<file path="src/hdl/pmst_relax.sv">
// ----------------------------------------------------------------------------
// pmst_relax
// Edge cost and key relaxation for one neighbor of the vertex just added.
// ----------------------------------------------------------------------------
`default_nettype none

module pmst_relax #(
	parameter int unsigned WB = 16,
	parameter int unsigned VW = 6
) (
	input  wire logic [WB+1:0] wword,
	input  wire logic [WB:0]   old_key,
	input  wire logic          key_vld,
	input  wire logic          in_tree,
	input  wire logic [VW-1:0] x,
	input  wire logic [VW-1:0] x_par,
	input  wire logic          x_ok,
	input  wire logic [VW-1:0] u,
	input  wire logic [VW-1:0] u_par,
	input  wire logic          u_ok,
	input  wire logic          bump,
	output logic               upd,
	output logic [WB:0]        cost,
	output logic               cand,
	output logic [WB:0]        eff
);

	logic present;
	logic bump_it;

	always_comb begin
		present = !wword[WB];
		bump_it = bump && !wword[WB+1] &&
			((x_ok && (x_par == u)) || (u_ok && (u_par == x)));
		cost = {1'b0, wword[WB-1:0]} + {{WB{1'b0}}, bump_it};
		upd  = !in_tree && present && (!key_vld || (cost < old_key));
		eff  = upd ? cost : old_key;
		cand = !in_tree && (upd || key_vld);
	end

endmodule

`default_nettype wire

</file>
<file path="config.mk">
export PLATFORM = sky130hd
export DESIGN_NAME = pmst_relax
export DESIGN_NICKNAME = d
export VERILOG_FILES = /design/src/hdl/pmst_relax.sv
export SDC_FILE = /design/constraint.sdc
export NUM_CORES = 1
export LEC_CHECK = 0
export BUFFER_PORTS_ARGS = -buffer_cell sky130_fd_sc_hd__buf_2
export CORE_ASPECT_RATIO = 0.9
export CORE_MARGIN = 2
export CORE_UTILIZATION = 35
export DETAILED_ROUTE_END_ITERATION = 10
export PLACE_DENSITY = 0.91
export REMOVE_ABC_BUFFERS = 1
export SLEW_MARGIN = 20
export SYNTH_ARGS = -nofsm -noshare
export SYNTH_HDL_FRONTEND = slang
export SYNTH_SLANG_ARGS = --single-unit
</file>
<file path="constraint.sdc">
create_clock -name vclk -period 5.4
set_clock_uncertainty 0.1 [all_clocks]
set_input_delay 1.08 -clock vclk [all_inputs]
set_output_delay 1.08 -clock vclk [all_outputs]
set_load 0.1 [all_outputs]
</file>
# Word level (Yosys, flattened, before mapping)
# Cells that the tools add are included.
[word_totals] latchBits=0 romBits=0 wordCells=19 out_inout_bits=36 regBits=0 n_memories=0 ramBits=0 inputBits=64
[classes] order_cmp=1 n_reduce_logical=14 n_addsub=1 eq_ne=2 bitwise=0 mux=1 div_mod_pow=0 n_mul=0 n_shift=0
[ops] cell="$add A16 B1 Y17" count=1
[ops] cell="$lt A17 B17 Y1" count=1
[ops] cell="$mux W17" count=1
[ops] cell="$eq A6 B6 Y1" count=2
[ops] cell="$logic_and A1 B1 Y1" count=7
[ops] cell="$logic_not A1 Y1" count=4
[ops] cell="$logic_or A1 B1 Y1" count=3

# Depth between registers and ports, before layout
# Gate-level depths: netlist (run 1).
[depth] word_depth=10 ltp_mapped=19 ltp_nobuf=18

# Worst setup path after synthesis (run 1)
# No wires, ideal clock.
[synth_timing] kind="input -> output" from="input x[1]" to="output upd" required_time_ps=4220 arrival_ps=7312 n_path_buf=1 slack_ps=-3092 cell_stages=15 cell_sequence="xor2_1 nor4_1 nor2_1 nor3b_1 ha_1 ha_1 nand4_1 nor4_1 ha_1 nand2_1 o21ai_0 a21oi_1 o41ai_4 buf_6 inv_1"
[synth_between] elab_chain_cells=8
[synth_rtl] item="start, declared" line="15" rtl="input wire logic [VW-1:0] x,"
[synth_rtl] item="$eq A6 B6 Y1" line="34" rtl="((x_ok && (x_par == u)) || (u_ok && (u_par == x)));"
[synth_rtl] item="$logic_and A1 B1 Y1" line="34"
[synth_rtl] item="$logic_or A1 B1 Y1" line="34"
[synth_rtl] item="$logic_and A1 B1 Y1" line="33" rtl="bump_it = bump && !wword[WB+1] &&"
[synth_rtl] item="$add A16 B1 Y17" line="35" rtl="cost = {1'b0, wword[WB-1:0]} + {{WB{1'b0}}, bump_it};"
[synth_rtl] item="named net cost[16]" line="23" rtl="output logic [WB:0] cost,"
[synth_rtl] item="$lt A17 B17 Y1" line="36" rtl="upd = !in_tree && present && (!key_vld || (cost < old_key));"
[synth_rtl] item="$logic_or A1 B1 Y1" line="36"
[synth_rtl] item="$logic_and A1 B1 Y1" line="36"
[synth_rtl] item="end, declared" line="22" rtl="output logic upd,"
# The timed path passes the listed nets, and every way through them passes these cells.

# Worst setup path in the final report (run 1)
[layout_timing] from="input x[3]" to="output eff[4]"
[layout_between] elab_chain_cells=9
[layout_rtl] item="$eq A6 B6 Y1 *" line="34"
[layout_rtl] item="$logic_and A1 B1 Y1 *" line="34"
[layout_rtl] item="$logic_or A1 B1 Y1 *" line="34"
[layout_rtl] item="$logic_and A1 B1 Y1 *" line="33"
[layout_rtl] item="$add A16 B1 Y17 *" line="35"
[layout_rtl] item="$lt A17 B17 Y1" line="36"
[layout_rtl] item="$logic_or A1 B1 Y1" line="36"
[layout_rtl] item="$logic_and A1 B1 Y1" line="36"
[layout_rtl] item="$mux W17 *" line="37" rtl="eff = upd ? cost : old_key;"
[layout_rtl] item="end, declared" line="25" rtl="output logic [WB:0] eff"
# Every way passes the cells marked *; elsewhere a longest branch is shown, timed or not.

==> qor.yml, run 1 <==
logic_synthesis:
  postSynthAreaPerCell_um2: 7.95
  ys_seq_area_frac: 0
  synth_area_leaders: "ha_1 21%, mux2_4 12%, xnor2_1 11%, xor2_1 9.6%, mux2_2 8.2%"
  yosysWarnings: 0
  synth_area_leader_cell: "ha_1"
  ys_top_cells_by_count: "21 x inv_1, 18 x ha_1, 14 x xnor2_1"
  netlist_area_mm2: 0.00110
  yosysMostFrequentCell: "inv_1"
  ys_types: 26
  synth_cells: 138
  netlist.area_leader.share: 0.205
cells_and_area:
  stdcell_count: 314
  areaGrowthSynthToFinish_pct: 118
  fin_area_mm2: 0.00240
  n_antenna_cell: 0
  final_core_util: 0.794
  seq_cell_count: 0
  drive_gt1_frac: 0.654
  clockBufferCount: 0
  final_nets: 356
  regArea_um2: 0
  nFillCells: 192
place:
  post_dp_cell_area_mm2: 0.00213
  gp_congestion: 0.807
  numPortBuffers: 100
  dp_cells: 309
  dp_hpwl_um: 3450
critical_path:
  start_kind: "input pin"
  crit_path_end_kind: "output pin"
  path_max_fanout: 7
  required_ns: 4.22
  critPathKind: "in -> out"
  critPathArrivalTime_ns: 4.73
sta:
  rsz0062_at_grt: "true"
  slew_viol_final: 0
  max_slew_margin: 0.668
  hold_viol_final: 0
  worst_slack_ns: -0.509
  setup_viol: 18
  fin_crit_sh: 1.09
  post-route-min-period_ns: 5.91
  timing.fmax_mhz: 169
  tightest_slew_ns: 0.502
min_path:
  min_to: "eff[13]"
  hp-start: "old_key[13]"
  hold_class: "in -> out"
  min_path_cells: 3
floorplanning:
  core_mm2: 0.00302
  die_area_mm2: 0.00360
  rows: 19
  die_w_um: 63.0
  start_util: 0.363
  fp.dieH_um: 57.1
  ios: 100
detailed_routing:
  vias: 1592
  drt_iter0_markers: 64
  dr.pass1.iters: 4
  ant_nets: 0
  drc: 0
  vias_per_cell: 5.07
  drt_wl_total_um: 4860
  wl_per_cell_um: 15.5
outcome:
  status: "finished with violations"
  violations: "setup timing"
global_route:
  overflow: 0
  grt_max_degree: 8
  grt_pass1_vias: 1687
  grt.total_usage: 0.260
  antenna_found_initial: 0
  grt_pass1_wl_um: 7630
power_and_ir_drop:
  power_per_cell_area_mw_per_mm2: 137
  p_leak_nw: 1.29
  irDropWorstVdd_mv: 0.0774
run:
  cap_violations: 0
clocking:
  cts_hold_buf: 0
[layout by cell type (no fill, tap or decap), types with 3 or more instances in the layout]
cell and count:
nand4_1 6, xor2_1 12, a21oi_1 5, nand2_1 7
inv_1 20, buf_12 18, nand3_1 5, buf_6 7
ha_1 16, buf_2 79, mux2_4 17, buf_4 31
nor2_1 3, xnor2_1 11
[worst max path at each step]
| stage | cells after the start | startpoint | endpoint |
|---|---|---|---|
| finish | 21 | x[3] | eff[4] |
| global placement | 21 | x[0] | eff[9] |
| detailed placement | 21 | x[0] | eff[10] |
| CTS | 21 | u_par[0] | eff[4] |
| global route | 20 | x[3] | eff[10] |
| floorplan | 12 | x[1] | upd |
[area by class of cell]
class	count	area [um2]	share of cell area
Multi-Input combinational cell	116	1190	0.499
Tap cell	42	52.6	0.0219
Inverter	21	81.3	0.0339
Timing Repair Buffer	135	1070	0.445
[kinds of logic (layout without fill, tap and decap cells)]
family,after synthesis,in the layout,share of synthesized area
AND/OR/NAND/NOR,38,38,0.180
XOR/XNOR,26,26,0.208
buffers and inverters,22,156,0.0821
adder cells (fa/ha/maj),18,18,0.205
AO/OA/AOI/OAI,17,17,0.120
multiplexers,17,17,0.205
[report_power, final]
group          switching, mW  internal [mW]  leakage, nW
Clock                      0              0            0
Sequential                 0              0            0
Combinational          0.209          0.121         1.29
Total                  0.209          0.121         1.29
[worst max-delay path: stages]
cell and delay [ns]:
buf_2 0.13, xnor2_4 0.13, nand4_1 0.12, nor4_2 0.18, nor2_1 0.11, nor3b_2 0.17, ha_2 0.23, ha_4 0.15
nand3_4 0.09, nor2_4 0.14, nand4_1 0.11, xnor2_1 0.16, ha_1 0.34, and4_4 0.24, a221oi_2 0.07, o21ai_2 0.09
a31oi_4 0.05, o41ai_4 0.41, buf_6 0.22, mux2_4 0.33, buf_12 0.17
[routing by layer]
| metal | track usage | wire length, um | vias up | share of wire |
|---|---|---|---|---|
| met5 | 0 | 0 | - | 0 |
| met4 | 0.0984 | 177 | 0 | 0.036 |
| met3 | 0.0296 | 264 | 20 | 0.054 |
| met2 | 0.515 | 2650 | 75 | 0.54 |
| met1 | 0.283 | 1770 | 737 | 0.36 |
| li1 | - | - | 760 | - |
[metrics by stage]
step | TNS [ns] | hold slack (ns) | power, mW | setup WS [ns]
floorplan | -57.41 | 2.38 | 0.193 | -3.26
global placement | -10.67 | 2.46 | 0.295 | -0.616
detailed placement | -15.16 | 2.46 | 0.301 | -0.871
CTS | -10.21 | 2.46 | 0.319 | -0.594
global route | -12.39 | 2.47 | 0.342 | -0.705
finish | -8.76 | 2.46 | 0.329 | -0.509
[repair_timing]
action / 4_1_cts / 5_1_grt
setup buffers: 3 / 2
resized for setup: 37 / 10
setup endpoints to repair: 18 / 18
pin swaps: 19 / 13
(Power assumes the default switching activity.)
==> run 2: changes to the inputs <==
PLACE_DENSITY = 0.88   (was 0.91)
clock period = 5.9 ns   (was 5.4 ns; I/O delays follow)
==> run 2 against run 1 <==
The run still ends with setup timing left. Core utilization increased by 0.21 points. Power decreased by 7.2%. Global-route usage decreased by 2.5 points. Critical path type unchanged. Largest cell class unchanged. Largest power group unchanged.
==> qor.yml, run 2 (synthesis results as in run 1) <==
floorplanning:
  start_util: 0.363  # unchanged
  fp.dieH_um: 57.1  # unchanged
  rows: 19  # unchanged
  die_area_mm2: 0.00360  # unchanged
  die_w_um: 63.0  # unchanged
  ios: 100  # unchanged
  core_mm2: 0.00302  # unchanged
critical_path:
  worst_path_largest_cell_delay_ns: 0.33  # -0.08 ns
  crit_path_cell_trace: "buf_2, xnor2_2, nand4_1, nor4_2, nor2_1, nor3b_2, ha_2, ha_4, nand3_4, nor2_4, nand4_1, xnor2_2, ha_1, and4_4, a221oi_2, o21ai_2, a31oi_4, o41ai_4, buf_6, mux2_4, buf_12"
  path_max_fanout: 7  # unchanged
  critPathArrivalTime_ns: 4.91  # +0.18 ns
  crit_path_end_kind: "output pin"
  start_kind: "input pin"
  critPathKind: "in -> out"
  critical-path-slowest-cell: "ha_1"
  required_ns: 4.62  # +0.40 ns
detailed_routing:
  dr.pass1.iters: 4  # unchanged
  wl_per_cell_um: 16.8  # +8.3%
  drt_iter0_markers: 77  # +20%
  drt_wl_total_um: 5200  # +6.9%
  vias_per_cell: 5.37  # +5.9%
  vias: 1665  # +4.6%
  ant_nets: 0  # unchanged
  drc: 0  # unchanged
min_path:
  min_path_cells: 3  # unchanged
  hp-start: "old_key[14]"
  min_to: "eff[14]"
  hold_class: "in -> out"
sta:
  slew_viol_final: 0  # unchanged
  fin_crit_sh: 1.05
  setup_viol: 18  # unchanged
  post-route-min-period_ns: 6.19
  timing.fmax_mhz: 161
  rsz0062_at_grt: "true"
  max_slew_margin: 0.660  # -0.00801
  hold_slack_ns: 2.66  # +0.200 ns
  tightest_slew_ns: 0.514  # +0.0121 ns
  worst_slack_ns: -0.293  # +0.216 ns
  final.setup.tns_ns: -4.54  # +4.22 ns
  hold_viol_final: 0  # unchanged
cells_and_area:
  final_core_util: 0.796  # +0.00207
  final_common_cell: "buf_2"
  areaGrowthSynthToFinish_pct: 119
  fin_area_mm2: 0.00240  # +0.26%
  drive_gt1_frac: 0.664  # +0.00977
  seq_cell_count: 0  # unchanged
  regArea_um2: 0  # unchanged
  final_cell_mix: "75 x buf_2, 25 x buf_4, 20 x inv_1, 18 x buf_12, 17 x mux2_4"
  clockBufferCount: 0  # unchanged
  final_nets: 352  # -1.1%
  n_antenna_cell: 0  # unchanged
  stdcell_count: 310  # -1.3%
place:
  dp_cells: 300  # -2.9%
  gp_congestion: 0.975  # +21%
  numPortBuffers: 100  # unchanged
  post_dp_cell_area_mm2: 0.00207  # -3.2%
  place_ws_ns: -0.519  # +0.352 ns
  dp_hpwl_um: 3420  # -0.98%
global_route:
  grt_max_degree: 8  # unchanged
  overflow: 0  # unchanged
  grt.total_usage: 0.235  # -0.0252
  grt_pass1_wl_um: 6980  # -8.5%
  antenna_found_initial: 0  # unchanged
  grt_pass1_vias: 1655  # -1.9%
outcome:
  status: "finished with violations"
  violations: "setup timing"
power_and_ir_drop:
  p_leak_nw: 1.29  # +0.36%
  finalPower_mw: 0.306  # -7.2%
  power_per_cell_area_mw_per_mm2: 127  # -7.5%
  irDropWorstVdd_mv: 0.0807  # +4.2%
clocking:
  cts_hold_buf: 0  # unchanged
run:
  cap_violations: 0  # unchanged
[run 2: changes by cell type in the layout (fill, tap and decap cells not counted), moves of 4 or more]
cell / change
buf_4: -6
buf_6: +6
xnor2_2: +5
buf_2: -4
xnor2_1: -4
[run 2: routing by layer]
layer  track usage  wire [um]  part of all wire
met1         0.259       1860              0.36
met2         0.464       2660              0.51
met3        0.0316        350             0.067
met4        0.0762        331             0.064
met5             0          0                 0
[run 2: worst max path at each step]
| stage | startpoint | to | slack, ns | cells past startpoint |
|---|---|---|---|---|
| floorplan | x[1] | upd | -2.96 | 12 |
| detailed placement | x[2] | eff[8] | -0.52 | 21 |
| CTS | x_par[3] | eff[5] | -0.26 | 22 |
| finish | x[3] | eff[5] | -0.29 | 21 |
| global route | x[3] | eff[5] | -0.47 | 21 |
| global placement | x[2] | eff[9] | -0.29 | 21 |
[run 2: where the power goes]
part	switching, mW	internal (mW)
Combinational	0.192	0.113
Clock	0	0
Sequential	0	0
Total	0.192	0.113
[run 2: worst max-delay path: cells and delay by family]
| kind | cells | cell delay (ns) |
|---|---|---|
| AOI/OAI and AO/OA | 4 | 0.72 |
| xor gates and xnor gates | 2 | 0.33 |
| adders and majority gates | 3 | 0.70 |
| buffers and inverters | 3 | 0.46 |
| muxes | 1 | 0.33 |
| and+or+nand+nor | 8 | 1.16 |
[run 2: cell type report]
cell class                 instances  area, um2
fill                             192        617
inverter                          21       78.8
multi-input combinational        116       1200
tap                               42       52.6
timing repair buffer             131       1070
[run 2: repair_timing]
item / CTS / global route
endpoints found under the hold margin: 0 / 0
endpoints found under the setup margin: 18 / 18
pin swaps: 17 / 28
gates resized for setup: 32 / 22
setup buffers: 7 / 3
